--- src/rtl/core/mprc_pkg.sv ---
// ----------------------------------------------------------------------------
// mprc_pkg: shared types and constants of the motor power ramp
// Command and result records, configuration bundle, clamp helpers.
// ----------------------------------------------------------------------------
package mprc_pkg;

    // Input command codes
    localparam logic [2:0] MODE_SET_NOW   = 3'd0;
    localparam logic [2:0] MODE_SMOOTH    = 3'd1;
    localparam logic [2:0] MODE_STEP      = 3'd2;
    localparam logic [2:0] MODE_SET_ACCEL = 3'd3;
    localparam logic [2:0] MODE_SET_DECEL = 3'd4;

    // Channel selector code that picks every motor
    localparam logic [1:0] SEL_ALL = 2'd2;

    // Configuration register indexes
    localparam logic [1:0] CFG_UPDATE_PERIOD = 2'd0;
    localparam logic [1:0] CFG_COAST_HOLD    = 2'd1;
    localparam logic [1:0] CFG_COAST_THRESH  = 2'd2;

    // Reset values
    localparam logic [15:0] RESET_UPDATE_PERIOD = 16'd20;
    localparam logic [15:0] RESET_COAST_HOLD    = 16'd1000;
    localparam logic [6:0]  RESET_COAST_THRESH  = 7'd10;
    localparam logic [6:0]  RESET_RATE          = 7'd10;

    // Power and rate limits
    localparam logic signed [7:0] POWER_MAX   = 8'sd100;
    localparam logic signed [7:0] POWER_MIN   = -8'sd100;
    localparam logic signed [7:0] DRIVE_FLOAT = -8'sd128;
    localparam logic [7:0]        RATE_MAX    = 8'd100;
    localparam logic [6:0]        RATE_MIN    = 7'd1;

    // Large-drop coast detection
    localparam logic [7:0] COAST_MIN_MAG = 8'd30;
    localparam logic [7:0] COAST_DROP    = 8'd20;

    // Work kinds handed from the front to the back
    typedef enum logic [2:0] {
        OP_SET_NOW,
        OP_SMOOTH,
        OP_STEP,
        OP_STEP_EARLY,
        OP_RATE
    } op_t;

    typedef struct packed {
        op_t               op;
        logic [1:0]        sel;
        logic signed [7:0] power;
        logic              acc_we;
        logic [6:0]        acc_val;
        logic              dec_we;
        logic [6:0]        dec_val;
        logic [31:0]       now;
    } cmd_t;

    typedef struct packed {
        logic              write_valid;
        logic              motor_index;
        logic signed [7:0] drive_value;
        logic              ramping;
        logic              last;
    } res_t;

    typedef struct packed {
        logic [15:0] update_period;
        logic [15:0] coast_hold;
        logic [6:0]  coast_threshold;
    } cfg_t;

    function automatic logic [7:0] abs8(input logic signed [7:0] v);
        logic [7:0] m;
        m = v[7] ? 8'(-v) : 8'(v);
        return m;
    endfunction

    function automatic logic signed [7:0] clamp_power(input logic signed [7:0] v);
        logic signed [7:0] r;
        if (v > POWER_MAX) r = POWER_MAX;
        else if (v < POWER_MIN) r = POWER_MIN;
        else r = v;
        return r;
    endfunction

    function automatic logic [6:0] clamp_rate(input logic [7:0] v);
        logic [6:0] r;
        if (v == 8'd0) r = RATE_MIN;
        else if (v > RATE_MAX) r = RATE_MAX[6:0];
        else r = v[6:0];
        return r;
    endfunction

endpackage

--- src/rtl/core/mprc_fifo.sv ---
// ----------------------------------------------------------------------------
// mprc_fifo: small register queue
// Generic first-in first-out store with push/pop and full/empty flags.
// ----------------------------------------------------------------------------
module mprc_fifo #(
    parameter int WIDTH = 8,
    parameter int DEPTH = 2
) (
    input  logic             clk,
    input  logic             rst_n,
    input  logic             push,
    input  logic [WIDTH-1:0] wr_data,
    output logic             full,
    input  logic             pop,
    output logic [WIDTH-1:0] rd_data,
    output logic             empty
);

    localparam int PTR_W = (DEPTH > 1) ? $clog2(DEPTH) : 1;
    localparam int CNT_W = $clog2(DEPTH + 1);

    logic [WIDTH-1:0] mem_reg [DEPTH];
    logic [PTR_W-1:0] wr_ptr_reg, wr_ptr_next;
    logic [PTR_W-1:0] rd_ptr_reg, rd_ptr_next;
    logic [CNT_W-1:0] count_reg, count_next;
    logic             do_push, do_pop;

    assign full    = (count_reg == CNT_W'(DEPTH));
    assign empty   = (count_reg == '0);
    assign do_push = push && !full;
    assign do_pop  = pop && !empty;
    assign rd_data = mem_reg[rd_ptr_reg];

    always_comb
    begin
        wr_ptr_next = wr_ptr_reg;
        rd_ptr_next = rd_ptr_reg;
        count_next  = count_reg;
        if (do_push)
        begin
            wr_ptr_next = (wr_ptr_reg == PTR_W'(DEPTH - 1)) ? '0 : wr_ptr_reg + 1'b1;
        end
        if (do_pop)
        begin
            rd_ptr_next = (rd_ptr_reg == PTR_W'(DEPTH - 1)) ? '0 : rd_ptr_reg + 1'b1;
        end
        if (do_push && !do_pop)
        begin
            count_next = count_reg + 1'b1;
        end
        else if (do_pop && !do_push)
        begin
            count_next = count_reg - 1'b1;
        end
    end

    always_ff @(posedge clk or negedge rst_n)
    begin
        if (!rst_n)
        begin
            wr_ptr_reg <= '0;
            rd_ptr_reg <= '0;
            count_reg  <= '0;
        end
        else
        begin
            wr_ptr_reg <= wr_ptr_next;
            rd_ptr_reg <= rd_ptr_next;
            count_reg  <= count_next;
        end
    end

    always_ff @(posedge clk)
    begin
        if (do_push)
        begin
            mem_reg[wr_ptr_reg] <= wr_data;
        end
    end

endmodule

--- src/rtl/core/mprc_front.sv ---
// ----------------------------------------------------------------------------
// mprc_front: command intake and classification
// Clamps requests, resolves rate updates and decides early versus taken steps.
// ----------------------------------------------------------------------------
module mprc_front (
    input  logic               clk,
    input  logic               rst_n,
    input  logic               push,
    output logic               full,
    input  logic [2:0]         mode,
    input  logic [1:0]         channel_select,
    input  logic signed [7:0]  power_request,
    input  logic [7:0]         accel_request,
    input  logic [7:0]         decel_request,
    input  logic [31:0]        now_ms,
    input  mprc_pkg::cfg_t     cfg,
    input  logic               cmd_full,
    output logic               cmd_push,
    output mprc_pkg::cmd_t     cmd
);

    logic [31:0] last_step_reg, last_step_next;
    logic [31:0] elapsed;
    logic        accept;
    logic        taken;
    logic        has_work;

    assign full    = cmd_full;
    assign accept  = push && !cmd_full;
    assign elapsed = now_ms - last_step_reg;
    assign taken   = (elapsed >= {16'b0, cfg.update_period});

    always_comb
    begin
        cmd.op      = mprc_pkg::OP_RATE;
        cmd.sel     = channel_select;
        cmd.power   = mprc_pkg::clamp_power(power_request);
        cmd.acc_we  = 1'b0;
        cmd.acc_val = mprc_pkg::clamp_rate(accel_request);
        cmd.dec_we  = 1'b0;
        cmd.dec_val = mprc_pkg::clamp_rate(decel_request);
        cmd.now     = now_ms;
        has_work    = 1'b1;
        unique case (mode)
            mprc_pkg::MODE_SET_NOW:
            begin
                cmd.op = mprc_pkg::OP_SET_NOW;
            end
            mprc_pkg::MODE_SMOOTH:
            begin
                cmd.op     = mprc_pkg::OP_SMOOTH;
                cmd.acc_we = (accel_request != 8'd0);
                cmd.dec_we = (decel_request != 8'd0) || (accel_request != 8'd0);
                // zero decel follows the new accel rate
                if (decel_request == 8'd0)
                begin
                    cmd.dec_val = mprc_pkg::clamp_rate(accel_request);
                end
            end
            mprc_pkg::MODE_STEP:
            begin
                cmd.op = taken ? mprc_pkg::OP_STEP : mprc_pkg::OP_STEP_EARLY;
            end
            mprc_pkg::MODE_SET_ACCEL:
            begin
                cmd.acc_we = 1'b1;
            end
            mprc_pkg::MODE_SET_DECEL:
            begin
                cmd.dec_we = 1'b1;
            end
            default:
            begin
                has_work = 1'b0;
            end
        endcase
    end

    assign cmd_push = accept && has_work;

    // Track the step clock here so the back never waits on it.
    always_comb
    begin
        last_step_next = last_step_reg;
        if (accept && (mode == mprc_pkg::MODE_STEP) && taken)
        begin
            last_step_next = now_ms;
        end
    end

    always_ff @(posedge clk or negedge rst_n)
    begin
        if (!rst_n)
        begin
            last_step_reg <= '0;
        end
        else
        begin
            last_step_reg <= last_step_next;
        end
    end

endmodule

--- src/rtl/core/mprc_back.sv ---
// ----------------------------------------------------------------------------
// mprc_back: per-channel execution
// Walks channels one per cycle unless stalled; updates state, emits results.
// ----------------------------------------------------------------------------
module mprc_back #(
    parameter int CHANNELS = 2
) (
    input  logic           clk,
    input  logic           rst_n,
    input  mprc_pkg::cfg_t cfg,
    input  mprc_pkg::cmd_t cmd,
    input  logic           cmd_valid,
    output logic           cmd_pop,
    input  logic           res_full,
    output logic           res_push,
    output mprc_pkg::res_t res
);

    localparam int CH_W = (CHANNELS > 1) ? $clog2(CHANNELS) : 1;

    logic signed [7:0] cur_reg   [CHANNELS];
    logic signed [7:0] cur_next  [CHANNELS];
    logic signed [7:0] tgt_reg   [CHANNELS];
    logic signed [7:0] tgt_next  [CHANNELS];
    logic              coast_reg [CHANNELS];
    logic              coast_next[CHANNELS];
    logic [31:0]       start_reg [CHANNELS];
    logic [31:0]       start_next[CHANNELS];

    logic [6:0]        accel_reg, accel_next;
    logic [6:0]        decel_reg, decel_next;
    logic [CH_W-1:0]   ch_reg, ch_next;
    logic              ramp_acc_reg, ramp_acc_next;
    logic              emitted_reg, emitted_next;

    logic [CHANNELS-1:0] sel_v, hold_v, ramp_v, drop_v, w_v, exp_v;
    logic              later_w, ramp_rest, any_diff;

    logic signed [7:0] cur_c, tgt_c;
    logic signed [8:0] cur9, tgt9, up9, dn9;
    logic              grow, to_float, w_c, last_ch, single, done, go, emit;
    logic [6:0]        rate;
    logic signed [7:0] stepped, step_drive, step_cur, drive_c;

    // Classify every channel against the current command.
    always_comb
    begin
        for (int j = 0; j < CHANNELS; j++)
        begin
            sel_v[j]  = (cmd.sel == mprc_pkg::SEL_ALL) ||
                        ((32'(cmd.sel) < 32'(CHANNELS)) && (32'(cmd.sel) == 32'(j)));
            exp_v[j]  = ((cmd.now - start_reg[j]) >= {16'b0, cfg.coast_hold});
            hold_v[j] = coast_reg[j] && !exp_v[j];
            ramp_v[j] = hold_v[j] || (cur_reg[j] != tgt_reg[j]);
            drop_v[j] = (mprc_pkg::abs8(cur_reg[j]) > mprc_pkg::COAST_MIN_MAG) &&
                        (mprc_pkg::abs8(cmd.power) <
                         (mprc_pkg::abs8(cur_reg[j]) - mprc_pkg::COAST_DROP));
            unique case (cmd.op)
                mprc_pkg::OP_SET_NOW:    w_v[j] = sel_v[j];
                mprc_pkg::OP_SMOOTH:     w_v[j] = sel_v[j] && drop_v[j];
                mprc_pkg::OP_STEP:       w_v[j] = !hold_v[j] && (cur_reg[j] != tgt_reg[j]);
                default:                 w_v[j] = 1'b0;
            endcase
        end
    end

    always_comb
    begin
        later_w   = 1'b0;
        ramp_rest = 1'b0;
        any_diff  = 1'b0;
        for (int j = 0; j < CHANNELS; j++)
        begin
            if (32'(j) > 32'(ch_reg))
            begin
                later_w = later_w | w_v[j];
            end
            if (32'(j) >= 32'(ch_reg))
            begin
                ramp_rest = ramp_rest | ramp_v[j];
            end
            any_diff = any_diff | (cur_reg[j] != tgt_reg[j]);
        end
    end

    // One ramp step on the channel in hand.
    assign cur_c = cur_reg[ch_reg];
    assign tgt_c = tgt_reg[ch_reg];
    assign w_c   = w_v[ch_reg];
    assign cur9  = {cur_c[7], cur_c};
    assign tgt9  = {tgt_c[7], tgt_c};
    assign grow  = (mprc_pkg::abs8(tgt_c) > mprc_pkg::abs8(cur_c));
    assign rate  = grow ? accel_reg : decel_reg;
    assign up9   = cur9 + $signed({2'b00, rate});
    assign dn9   = cur9 - $signed({2'b00, rate});

    always_comb
    begin
        if (cur_c < tgt_c)
        begin
            stepped = (up9 > tgt9) ? tgt_c : $signed(up9[7:0]);
        end
        else
        begin
            stepped = (dn9 < tgt9) ? tgt_c : $signed(dn9[7:0]);
        end
        to_float = (mprc_pkg::abs8(tgt_c) < mprc_pkg::abs8(cur_c)) &&
                   (mprc_pkg::abs8(stepped) < {1'b0, cfg.coast_threshold}) &&
                   (tgt_c == 8'sd0);
        step_drive = to_float ? mprc_pkg::DRIVE_FLOAT : stepped;
        step_cur   = to_float ? 8'sd0 : stepped;
    end

    assign last_ch = (ch_reg == CH_W'(CHANNELS - 1));
    assign single  = (cmd.op == mprc_pkg::OP_STEP_EARLY) || (cmd.op == mprc_pkg::OP_RATE);
    assign done    = single || last_ch;
    assign go      = cmd_valid && !res_full;

    // Result for this cycle.
    always_comb
    begin
        emit        = 1'b0;
        drive_c     = 8'sd0;
        res.ramping = 1'b0;
        unique case (cmd.op)
            mprc_pkg::OP_SET_NOW:
            begin
                emit    = w_c;
                drive_c = cmd.power;
            end
            mprc_pkg::OP_SMOOTH:
            begin
                emit    = w_c;
                drive_c = mprc_pkg::DRIVE_FLOAT;
            end
            mprc_pkg::OP_STEP:
            begin
                // a step with no writes still reports once
                emit        = w_c || (last_ch && !emitted_reg);
                drive_c     = step_drive;
                res.ramping = ramp_acc_reg | ramp_rest;
            end
            mprc_pkg::OP_STEP_EARLY:
            begin
                emit        = 1'b1;
                res.ramping = any_diff;
            end
            default:
            begin
                emit = 1'b0;
            end
        endcase
        res.write_valid = w_c;
        res.motor_index = w_c ? ch_reg[0] : 1'b0;
        res.drive_value = w_c ? drive_c : 8'sd0;
        res.last        = w_c ? !later_w : 1'b1;
    end

    assign res_push = go && emit;
    assign cmd_pop  = go && done;

    // State updates for the channel in hand.
    always_comb
    begin
        for (int j = 0; j < CHANNELS; j++)
        begin
            cur_next[j]   = cur_reg[j];
            tgt_next[j]   = tgt_reg[j];
            coast_next[j] = coast_reg[j];
            start_next[j] = start_reg[j];
            if (go && (32'(ch_reg) == 32'(j)))
            begin
                unique case (cmd.op)
                    mprc_pkg::OP_SET_NOW:
                    begin
                        if (sel_v[j])
                        begin
                            cur_next[j] = cmd.power;
                            tgt_next[j] = cmd.power;
                        end
                    end
                    mprc_pkg::OP_SMOOTH:
                    begin
                        if (sel_v[j])
                        begin
                            tgt_next[j] = cmd.power;
                            if (drop_v[j])
                            begin
                                coast_next[j] = 1'b1;
                                start_next[j] = cmd.now;
                            end
                        end
                    end
                    mprc_pkg::OP_STEP:
                    begin
                        if (coast_reg[j] && exp_v[j])
                        begin
                            coast_next[j] = 1'b0;
                        end
                        if (w_v[j])
                        begin
                            cur_next[j] = step_cur;
                        end
                    end
                    default:
                    begin
                        cur_next[j] = cur_reg[j];
                    end
                endcase
            end
        end
    end

    always_comb
    begin
        accel_next    = accel_reg;
        decel_next    = decel_reg;
        ch_next       = ch_reg;
        ramp_acc_next = ramp_acc_reg;
        emitted_next  = emitted_reg;
        if (go)
        begin
            if (done)
            begin
                ch_next       = '0;
                ramp_acc_next = 1'b0;
                emitted_next  = 1'b0;
                if ((cmd.op == mprc_pkg::OP_SMOOTH) || (cmd.op == mprc_pkg::OP_RATE))
                begin
                    if (cmd.acc_we) accel_next = cmd.acc_val;
                    if (cmd.dec_we) decel_next = cmd.dec_val;
                end
            end
            else
            begin
                ch_next       = ch_reg + 1'b1;
                ramp_acc_next = ramp_acc_reg | ramp_v[ch_reg];
                emitted_next  = emitted_reg | emit;
            end
        end
    end

    always_ff @(posedge clk or negedge rst_n)
    begin
        if (!rst_n)
        begin
            for (int j = 0; j < CHANNELS; j++)
            begin
                cur_reg[j]   <= '0;
                tgt_reg[j]   <= '0;
                coast_reg[j] <= 1'b0;
                start_reg[j] <= '0;
            end
            accel_reg    <= mprc_pkg::RESET_RATE;
            decel_reg    <= mprc_pkg::RESET_RATE;
            ch_reg       <= '0;
            ramp_acc_reg <= 1'b0;
            emitted_reg  <= 1'b0;
        end
        else
        begin
            for (int j = 0; j < CHANNELS; j++)
            begin
                cur_reg[j]   <= cur_next[j];
                tgt_reg[j]   <= tgt_next[j];
                coast_reg[j] <= coast_next[j];
                start_reg[j] <= start_next[j];
            end
            accel_reg    <= accel_next;
            decel_reg    <= decel_next;
            ch_reg       <= ch_next;
            ramp_acc_reg <= ramp_acc_next;
            emitted_reg  <= emitted_next;
        end
    end

endmodule

--- src/rtl/core/motor_power_ramp_with_coast.sv ---
// ----------------------------------------------------------------------------
// motor_power_ramp_with_coast: motor power ramp generator with timed coast
// Multi-channel slew-rate limiter; commands in, motor drive writes out.
// ----------------------------------------------------------------------------
// Commands enter through a queue-style port (push/full) and results leave
// through another (empty/pop). The front clamps and classifies each command
// in the cycle it is taken and drops it into a short command queue; the
// back then works through the motors one per cycle while the result queue
// has room, so set-now, smooth-target and update-step commands visit every
// motor, while rate commands and early steps do not walk the motors. The
// back takes no new command until it is through with the last one. The
// first result of a command reaches the result port through the command
// queue register and then the result queue register, when the back is free
// and the result queue has room.
// A command yields zero to CHANNELS results, motor 0 first; last marks the
// final one. Rate commands yield none; an update step always yields at
// least one. Write configuration registers only while no command is in
// flight; the cfg channel is always ready.
// ----------------------------------------------------------------------------
module motor_power_ramp_with_coast #(
    parameter int CHANNELS  = 2,
    parameter int CMD_DEPTH = 2,
    parameter int RES_DEPTH = 2
) (
    input  logic              clk,
    input  logic              rst_n,

    // command queue side
    input  logic              push,
    output logic              full,
    input  logic [2:0]        mode,
    input  logic [1:0]        channel_select,
    input  logic signed [7:0] power_request,
    input  logic [7:0]        accel_request,
    input  logic [7:0]        decel_request,
    input  logic [31:0]       now_ms,

    // result queue side
    output logic              empty,
    input  logic              pop,
    output logic              write_valid,
    output logic              motor_index,
    output logic signed [7:0] drive_value,
    output logic              ramping,
    output logic              last,

    // configuration write channel
    input  logic              cfg_valid,
    output logic              cfg_ready,
    input  logic [1:0]        cfg_index,
    input  logic [15:0]       cfg_data
);

    localparam int CMD_W = $bits(mprc_pkg::cmd_t);
    localparam int RES_W = $bits(mprc_pkg::res_t);

    mprc_pkg::cfg_t  cfg_reg, cfg_next;
    mprc_pkg::cmd_t  cmd_in, cmd_out;
    mprc_pkg::res_t  res_in, res_out;
    logic [CMD_W-1:0] cmd_rd;
    logic [RES_W-1:0] res_rd;
    logic             cmd_push, cmd_full, cmd_empty, cmd_pop;
    logic             res_push, res_full;
    logic             cfg_xfer;

    // Configuration registers: always ready, one transfer per cycle.
    assign cfg_ready = 1'b1;
    assign cfg_xfer  = cfg_valid && cfg_ready;

    always_comb
    begin
        cfg_next = cfg_reg;
        if (cfg_xfer)
        begin
            unique case (cfg_index)
                mprc_pkg::CFG_UPDATE_PERIOD: cfg_next.update_period   = cfg_data;
                mprc_pkg::CFG_COAST_HOLD:    cfg_next.coast_hold      = cfg_data;
                mprc_pkg::CFG_COAST_THRESH:  cfg_next.coast_threshold = cfg_data[6:0];
                default:                     cfg_next = cfg_reg;  // drop unknown index
            endcase
        end
    end

    always_ff @(posedge clk or negedge rst_n)
    begin
        if (!rst_n)
        begin
            cfg_reg.update_period   <= mprc_pkg::RESET_UPDATE_PERIOD;
            cfg_reg.coast_hold      <= mprc_pkg::RESET_COAST_HOLD;
            cfg_reg.coast_threshold <= mprc_pkg::RESET_COAST_THRESH;
        end
        else
        begin
            cfg_reg <= cfg_next;
        end
    end

    // Front: take, clamp and classify commands.
    mprc_front u_front (
        .clk            (clk),
        .rst_n          (rst_n),
        .push           (push),
        .full           (full),
        .mode           (mode),
        .channel_select (channel_select),
        .power_request  (power_request),
        .accel_request  (accel_request),
        .decel_request  (decel_request),
        .now_ms         (now_ms),
        .cfg            (cfg_reg),
        .cmd_full       (cmd_full),
        .cmd_push       (cmd_push),
        .cmd            (cmd_in)
    );

    // Decouple front and back so each stalls on its own.
    mprc_fifo #(
        .WIDTH (CMD_W),
        .DEPTH (CMD_DEPTH)
    ) u_cmd_q (
        .clk     (clk),
        .rst_n   (rst_n),
        .push    (cmd_push),
        .wr_data (cmd_in),
        .full    (cmd_full),
        .pop     (cmd_pop),
        .rd_data (cmd_rd),
        .empty   (cmd_empty)
    );

    assign cmd_out = mprc_pkg::cmd_t'(cmd_rd);

    // Back: walk the motors and produce drive writes.
    mprc_back #(
        .CHANNELS (CHANNELS)
    ) u_back (
        .clk       (clk),
        .rst_n     (rst_n),
        .cfg       (cfg_reg),
        .cmd       (cmd_out),
        .cmd_valid (!cmd_empty),
        .cmd_pop   (cmd_pop),
        .res_full  (res_full),
        .res_push  (res_push),
        .res       (res_in)
    );

    // Hold finished results until the consumer pops them.
    mprc_fifo #(
        .WIDTH (RES_W),
        .DEPTH (RES_DEPTH)
    ) u_res_q (
        .clk     (clk),
        .rst_n   (rst_n),
        .push    (res_push),
        .wr_data (res_in),
        .full    (res_full),
        .pop     (pop),
        .rd_data (res_rd),
        .empty   (empty)
    );

    assign res_out     = mprc_pkg::res_t'(res_rd);
    assign write_valid = res_out.write_valid;
    assign motor_index = res_out.motor_index;
    assign drive_value = res_out.drive_value;
    assign ramping     = res_out.ramping;
    assign last        = res_out.last;

endmodule
--- config.mk ---
export PLATFORM = sky130hd
export DESIGN_NAME = motor_power_ramp_with_coast
export DESIGN_NICKNAME = d
export VERILOG_FILES = /design/src/rtl/core/mprc_pkg.sv /design/src/rtl/core/mprc_fifo.sv /design/src/rtl/core/mprc_front.sv /design/src/rtl/core/mprc_back.sv /design/src/rtl/core/motor_power_ramp_with_coast.sv
export SDC_FILE = /design/constraint.sdc
export NUM_CORES = 1
export LEC_CHECK = 0
export BUFFER_PORTS_ARGS = -buffer_cell sky130_fd_sc_hd__buf_4
export CORE_MARGIN = 2
export CORE_UTILIZATION = 45
export DETAILED_ROUTE_END_ITERATION = 6
export GPL_TIMING_DRIVEN = 0
export SLEW_MARGIN = 10
export SYNTH_ARGS = -nofsm -noshare
export SYNTH_HDL_FRONTEND = slang
export SYNTH_SLANG_ARGS = --single-unit
export TNS_END_PERCENT = 10
--- constraint.sdc ---
create_clock -name clk -period 13.05 [get_ports clk]
set_input_delay 1.9575 -clock clk [delete_from_list [all_inputs] [get_ports clk]]
set_output_delay 1.9575 -clock clk [all_outputs]
set_load 0.02 [all_outputs]
After elaboration in Yosys (flattened, before gate mapping). Memory sizes are Yosys's and may differ from the RTL's. Index checks and enable logic that the tools add are counted.

Register bits after elaboration: 194. Memory bits (writable): 146. Bits of input ports: 84. Output and inout port bits: 15. Word-level logic and storage cells: 261. Memories: 2.

Add/subtract/negate cells: 22. Order comparisons: 22. Equal/unequal tests: 26. Multiplexer cells: 74. Bitwise operators: 7. Reductions and logical operators: 85.

Memories: u_cmd_q.mem_reg (depth 2, width 61, read ports 1, clocked after memory_dff 0, write ports 1, RTL line mprc_fifo.sv:22) `logic [WIDTH-1:0] mem_reg [DEPTH];`; u_res_q.mem_reg (depth 2, width 12, read ports 1, clocked after memory_dff 0, write ports 1, RTL line mprc_fifo.sv:22).

Operators by type and width (count): two-way mux 8 bit (24); >= comparator 32 x 16 -> 1 bit (3); subtractor 32 bit (3); two-way mux 7 bit (7); negator 8 bit (6); logical AND 1 bit (32); < comparator 8 bit (4); case mux 8 bit (2 select lines) (2); two-way mux 1 bit (27); logical NOT 8 bit (3); case mux 8 bit (3 select lines) (1); AND reduction 4 bit (6); inequality test 2 x 1 -> 1 bit, second input constant (10); greater-than comparator 8 x 5 -> 1 bit, second input constant (2); greater-than comparator 8 x 7 -> 1 bit, second input constant (2); inequality test 8 bit (2); nonzero test 8 bit (2); subtractor 8 x 5 -> 8 bit, second input constant (2); logical NOT 1 bit (14); == test 3 x 2 -> 1 bit, second input constant (4); case mux 1 bit (2 select lines) (5); AND reduction 5 bit (2); adder 8 x 8 -> 9 bit (1); greater-than comparator 9 x 8 -> 1 bit (1); other kinds (32) (71).

Longest topological paths before layout.
Word-level depth: 20. Mapped depth: 45.

By module. From an unflattened synthesis, not the netlist that was laid out.

Cells, all modules: 2592. Area total of the unflattened synthesis: 25500.7 µm².

Modules (own cells, without submodules): mprc_back (instances 1, cells an instance 1718, area each 13681.9 µm², sequential area each 2882.8 µm²); mprc_fifo (u_cmd_q) (instances 1, cells an instance 209, area each 4899.7 µm², sequential area each 3763.6 µm²); mprc_front (instances 1, cells an instance 523, area each 4316.6 µm², sequential area each 800.8 µm²); motor_power_ramp_with_coast (instances 1, cells an instance 86, area each 1502.7 µm², sequential area each 988.4 µm²); mprc_fifo (u_res_q) (instances 1, cells an instance 56, area each 1099.8 µm², sequential area each 820.8 µm²).

Worst setup path before layout. Ideal clock, no wire load.

Path type: reg2reg. Start: register u_back.ch_reg. End: register u_back.cur_reg[15] in the netlist's numbering. Library setup time: 0.125 ns. Arrival time: 8.726 ns. Required time: 12.925 ns. Setup slack: 4.199 ns. Stages on the path, launching flop included: 43. Buffers on the path: 6. Path through: dfrtp_1 buf_4 buf_4 clkbuf_1 mux2i_1 inv_1 nor3_1 a31oi_1 xnor2_1 ha_1 a21o_1 a21o_1 a21oi_1 o21ai_0 o21a_1 clkbuf_1 mux2_2 ha_1 [7 not listed] a211o_1 nor2_1 a211oi_1 o41ai_2 mux2i_1 mux2_2 and2_1 a21oi_1 xor2_1 ha_1 a211o_1 nand2_1 o2111ai_1 or4_1 buf_2 a31oi_1 o22ai_1 mux2_2.

Word-level cells in the longest chain between the ends: 20. Elaborated cells on any way between the ends: 34. Those cells by class: add/sub (5); order compare (6); mux (16); bitwise (2); reduce/logical (5).

RTL lines: from (decl) (RTL line mprc_back.sv:32) `logic [CH_W-1:0] ch_reg, ch_next;`; from (signal assigned) (RTL line mprc_back.sv:271) `ch_reg <= ch_next;`; NOT 1 -> 2 bit (not written as such) (RTL line mprc_back.sv:87, mprc_back.sv:88); two-way mux 8 bit, on equally long branches (3 in a row) (RTL line mprc_back.sv:88, mprc_back.sv:87); negator 8 bit (RTL line mprc_pkg.sv:75) `m = v[7] ? 8'(-v) : 8'(v);`; two-way mux 8 bit (RTL line mprc_pkg.sv:75); greater-than comparator 8 bit (RTL line mprc_back.sv:92) `assign grow = (mprc_pkg::abs8(tgt_c) > mprc_pkg::abs8(cur_c));`; two-way mux 7 bit (RTL line mprc_back.sv:93) `assign rate = grow ? accel_reg : decel_reg;`; subtractor 8 x 8 -> 9 bit / adder 8 x 8 -> 9 bit (equally long branches) (RTL line mprc_back.sv:95, mprc_back.sv:94); < comparator 9 x 8 -> 1 bit / greater-than comparator 9 x 8 -> 1 bit (equally long branches) (RTL line mprc_back.sv:105, mprc_back.sv:101); [2 not listed]; negator 8 bit (RTL line mprc_pkg.sv:75); two-way mux 8 bit (RTL line mprc_pkg.sv:75); < comparator 8 x 7 -> 1 bit (RTL line mprc_back.sv:108) `(mprc_pkg::abs8(stepped) < {1'b0, cfg.coast_threshold}) &&`; logical AND 1 bit (RTL line mprc_back.sv:107) `to_float = (mprc_pkg::abs8(tgt_c) < mprc_pkg::abs8(cur_c)) &&`; logical AND 1 bit (RTL line mprc_back.sv:108); two-way mux 8 bit (RTL line mprc_back.sv:111) `step_cur = to_float ? 8'sd0 : stepped;`; two-way mux 8 bit (RTL line mprc_back.sv:200) `if (w_v[j])`; case mux 8 bit (2 select lines) (RTL line mprc_back.sv:173) `unique case (cmd.op)`; to (signal, indexed assignment) (RTL line mprc_back.sv:264) `cur_reg[j] <= cur_next[j];`; to (decl) (RTL line mprc_back.sv:21) `logic signed [7:0] cur_reg [CHANNELS];`.

Parallel ways exist; a longest one is shown, timed or not. The select of a mux whose other input is x is not followed. A chain may end at the register's enable or synchronous reset.

Worst setup path after layout.
Start: register u_back.ch_reg. End: register u_back.cur_reg[7] in the netlist's numbering.

The elaborated chain is that of the path after synthesis.

==> impl_table.tex <==
\begin{tabular}{lr}
\hline
Metric & Value \\
\hline
\multicolumn{2}{l}{\textbf{Global route}} \\
Overall routing resource usage & 22.7\% \\
Largest net degree at the start of global routing & roughly 110 \\
Global route overflow & 0 \\
Via count of the first global-routing pass & between 15000 and 20000 \\
Initial antenna violation count & 1 \\
First-pass GRT wire length & about 100000 µm \\
\multicolumn{2}{l}{\textbf{Finish}} \\
Fraction of final layout cells with drive strength greater than 1 & approximately an eighth \\
Fin cells & roughly 3400 \\
Final nets & approximately 3000 \\
Largest register FFs & around 120 \\
Relative area change from synthesis to final layout & 12.7\% \\
\multicolumn{2}{l}{\textbf{Drt}} \\
Total vias in the final route & 18900 \\
Count of nets left with antenna violations after detail routing & 0 \\
Number of design-rule violations left by the first detailed-router iteration & approximately 1300 \\
Avg WL per Cell & between 15 and 20 µm \\
Total detailed-routing wirelength & 63500 µm \\
Avg Vias per Cell & between 5 and 6 \\
First-pass detailed-route iteration total & 5 \\
Remaining DRCs & 0 \\
\multicolumn{2}{l}{\textbf{Worst setup path}} \\
Type of the setup path with the least slack & reg2reg \\
Worst stage delay on the critical path & 0.92 ns \\
Max FO, Critical Path & 10 \\
Critical path startpoint category & register \\
CP startpoint & u\_back.ch\_reg \\
Buffers plus inverters on the worst setup path & 7 \\
Reg-to-reg critical path endpoint & u\_back.cur\_reg[7] \\
Cell family with most CP delay & compound AO/OA/AOI/OAI gates \\
R2R setup slack & $\sim$1.9 ns \\
Number of stages on the worst setup path & around 40 \\
Reg-to-reg critical path startpoint & u\_back.ch\_reg \\
Master of the slowest instance on the critical path & sky130\_fd\_sc\_hd\_\_o41ai\_2 \\
Arrival time of data at the critical path endpoint & 11.65 ns \\
CP most frequent cell & sky130\_fd\_sc\_hd\_\_ha\_1 \\
Capturing element type of the critical path & register \\
Path depth of the worst reg2reg path & 41 \\
Required time worst endpoint & 13.51 ns \\
Capturing element of the worst setup path & u\_back.cur\_reg[7] \\
\multicolumn{2}{l}{\textbf{Synthesis}} \\
Xor/xnor cell area share of the yosys netlist & under 10\% \\
Largest cells by area after synthesis & sky130\_fd\_sc\_hd\_\_dfrtp\_1, sky130\_fd\_sc\_hd\_\_edfxtp\_1, sky130\_fd\_sc\_hd\_\_ha\_1 \\
Dominant combinational cell family by area after synthesis & compound AO/OA/AOI/OAI gates \\
Largest area contributor in the synthesized netlist & sky130\_fd\_sc\_hd\_\_dfrtp\_1 \\
Mux share of post-synthesis cell area & under 10\% \\
Syn avg cell area & around 9.5 µm² \\
Simple-gate area share of the yosys netlist & between 10\% and 20\% \\
Register bit total from synthesis & 340 \\
Yosys warning total & 0 \\
Number of enable flip-flop cells after synthesis & about 150 \\
Number of unique standard cell types used by synthesis & 100 \\
Most frequent cells after synthesis & sky130\_fd\_sc\_hd\_\_a21oi\_1, sky130\_fd\_sc\_hd\_\_inv\_1, sky130\_fd\_sc\_hd\_\_nor2\_1 \\
Portion of synthesized cell area occupied by the leading cell type & between 10\% and 20\% \\
Dominant cell by count in the synthesized netlist & sky130\_fd\_sc\_hd\_\_a21oi\_1 \\
Post-synthesis instance total & approximately 2500 \\
Async S/R FF share, synth & about 57\% \\
Leading register cell type out of synthesis & sky130\_fd\_sc\_hd\_\_dfrtp\_1 \\
Synthesized cell area & between 0.02 and 0.025 mm² \\
Compound-Gate Fraction of Synth Area & roughly 17\% \\
Arithmetic-cell share of the synthesized area counting full adders, half adders and majority gates & between 10 and 15\% \\
Portion of the post-synthesis area used by sequential elements & between 30\% and 40\% \\
Syn nets & 2831 \\
\multicolumn{2}{l}{\textbf{Floorplan}} \\
Standard-cell rows & 84 \\
Height of the chip & about 230 µm \\
Area of the die & roughly 0.055 mm² \\
Area of the core region & 0.0526 mm² \\
Starting density of the core & around 46\% \\
IO Count & just under 100 \\
Die W & approximately 230 µm \\
\multicolumn{2}{l}{\textbf{STA}} \\
Number of setup violations in the final report & 0 \\
Rel. slew slack & approximately 22\% \\
Max frequency & approximately 90 MHz \\
Post-layout min period & between 10 and 15 ns \\
Clock Skews & 0.0139 ns \\
Unrepaired setup endpoints after global routing & no \\
Part of the cycle the worst path needs & 85.7\% \\
Summed negative setup slack over all endpoints & 0 ns \\
Number of hold violations in the final report & 0 \\
Transition at the pin with the smallest max-transition slack & 1.15 ns \\
Slew Limit Fails & 0 \\
\multicolumn{2}{l}{\textbf{Clock network}} \\
Post-CTS setup buffer count & 0 \\
Count of instances resized after the clock tree is built & 0 \\
Number of clock buffers inserted by TritonCTS & 40 \\
TritonCTS Sinks & 340 \\
Deepest clock path buffer count & 3 \\
Master cell of the clock root buffer & sky130\_fd\_sc\_hd\_\_clkbuf\_16 \\
CTS Hold Buffers Added & 0 \\
Htree depth & 2 \\
CTS clk-pin slew, worst paths & approximately 0.060 ns \\
Clock latency on the worst-skew pair & 0.59 ns \\
Clock tree from TritonCTS & built \\
\multicolumn{2}{l}{\textbf{Status}} \\
Status & finished clean \\
\multicolumn{2}{l}{\textbf{Place}} \\
HPWL after detailed placement & $\sim$50000 µm \\
Port buffer count & 97 \\
Final weighted congestion in routability-driven placement & between 0.8 and 0.9 \\
Count of placed standard cells including taps & $\sim$3300 \\
\multicolumn{2}{l}{\textbf{Run}} \\
Max-cap viol count & 0 \\
\multicolumn{2}{l}{\textbf{Hold path}} \\
Classification of the worst-slack hold path & reg2reg \\
Hold path depth & 1 \\
\hline
\end{tabular}
[logic make-up (layout without fill, tap and decap cells)]
kind of cell               after synthesis  in the layout
AOI/OAI and AO/OA                      632            632
xor gates and xnor gates               139            139
adders and majority gates              228            228
buffers and inverters                  324            499
DFF                                    340            340
muxes                                  195            195
other                                    1              2
and+or+nand+nor                        660            660
[per-stage QoR]
step | setup WS, ns | hold slack, ns | utilization (%) | instance area [µm²]
after floorplan | 4.20 | 0.454 | - | 23900
after global placement | 2.11 | 0.470 | 48.6 | 25500
after detailed placement | 2.12 | 0.481 | 48.8 | 25600
after CTS | 2.09 | 0.493 | 51.3 | 27000
after global routing | 1.17 | 0.513 | 51.3 | 27000
final | 1.87 | 0.494 | 51.3 | 27000
[area by class of cell]
cell class	count	area, µm²
multi-input cells	1855	13400
flip-flops and latches	340	9260
plain buffers	80	347
fillers	4827	25600
inverters	244	916
clock inverters	15	206
well taps	688	861
clock buffers	59	1120
repair buffers	101	831
diodes	1	2.50
[worst min-delay path by stage]
stage | slack [ns] | to | start
finish | 0.49 | u_cmd_q.count_reg[1] | u_cmd_q.count_reg[1]
global route | 0.51 | u_back.start_reg[31] | u_back.start_reg[31]
CTS | 0.49 | u_cmd_q.count_reg[1] | u_cmd_q.count_reg[1]
detailed placement | 0.48 | u_cmd_q.count_reg[1] | u_cmd_q.count_reg[1]
global placement | 0.47 | u_back.start_reg[0] | u_back.start_reg[0]
floorplan | 0.45 | u_back.start_reg[0] | u_back.start_reg[0]
[metal layers]
metal,track usage (%),wire length (µm),part of all wire [%]
met1,33.9,31200,49
met2,34.9,27700,44
met3,2.57,3000,4.7
met4,5.79,1560,2.5
met5,0,0,0
[cells in the final DEF, fill, tap and decap left out, drive strengths merged, types with 27 or more instances in the layout]
master and instances:
xor2 49, nor2 239, dfrtp 180, ha 223, nand4 32, nor3 45
mux2 108, inv 247, o21ai 113, xnor2 90, a21o 45, a211oi 27
a31oi 27, a21oi 253, nand2 173, mux2i 87, nand3 31, edfxtp 146
clkbuf 116, buf 124
Power is left out: the tool's default activity adds up to more than one toggle a clock period on the data nets, which glitch-free logic cannot reach.
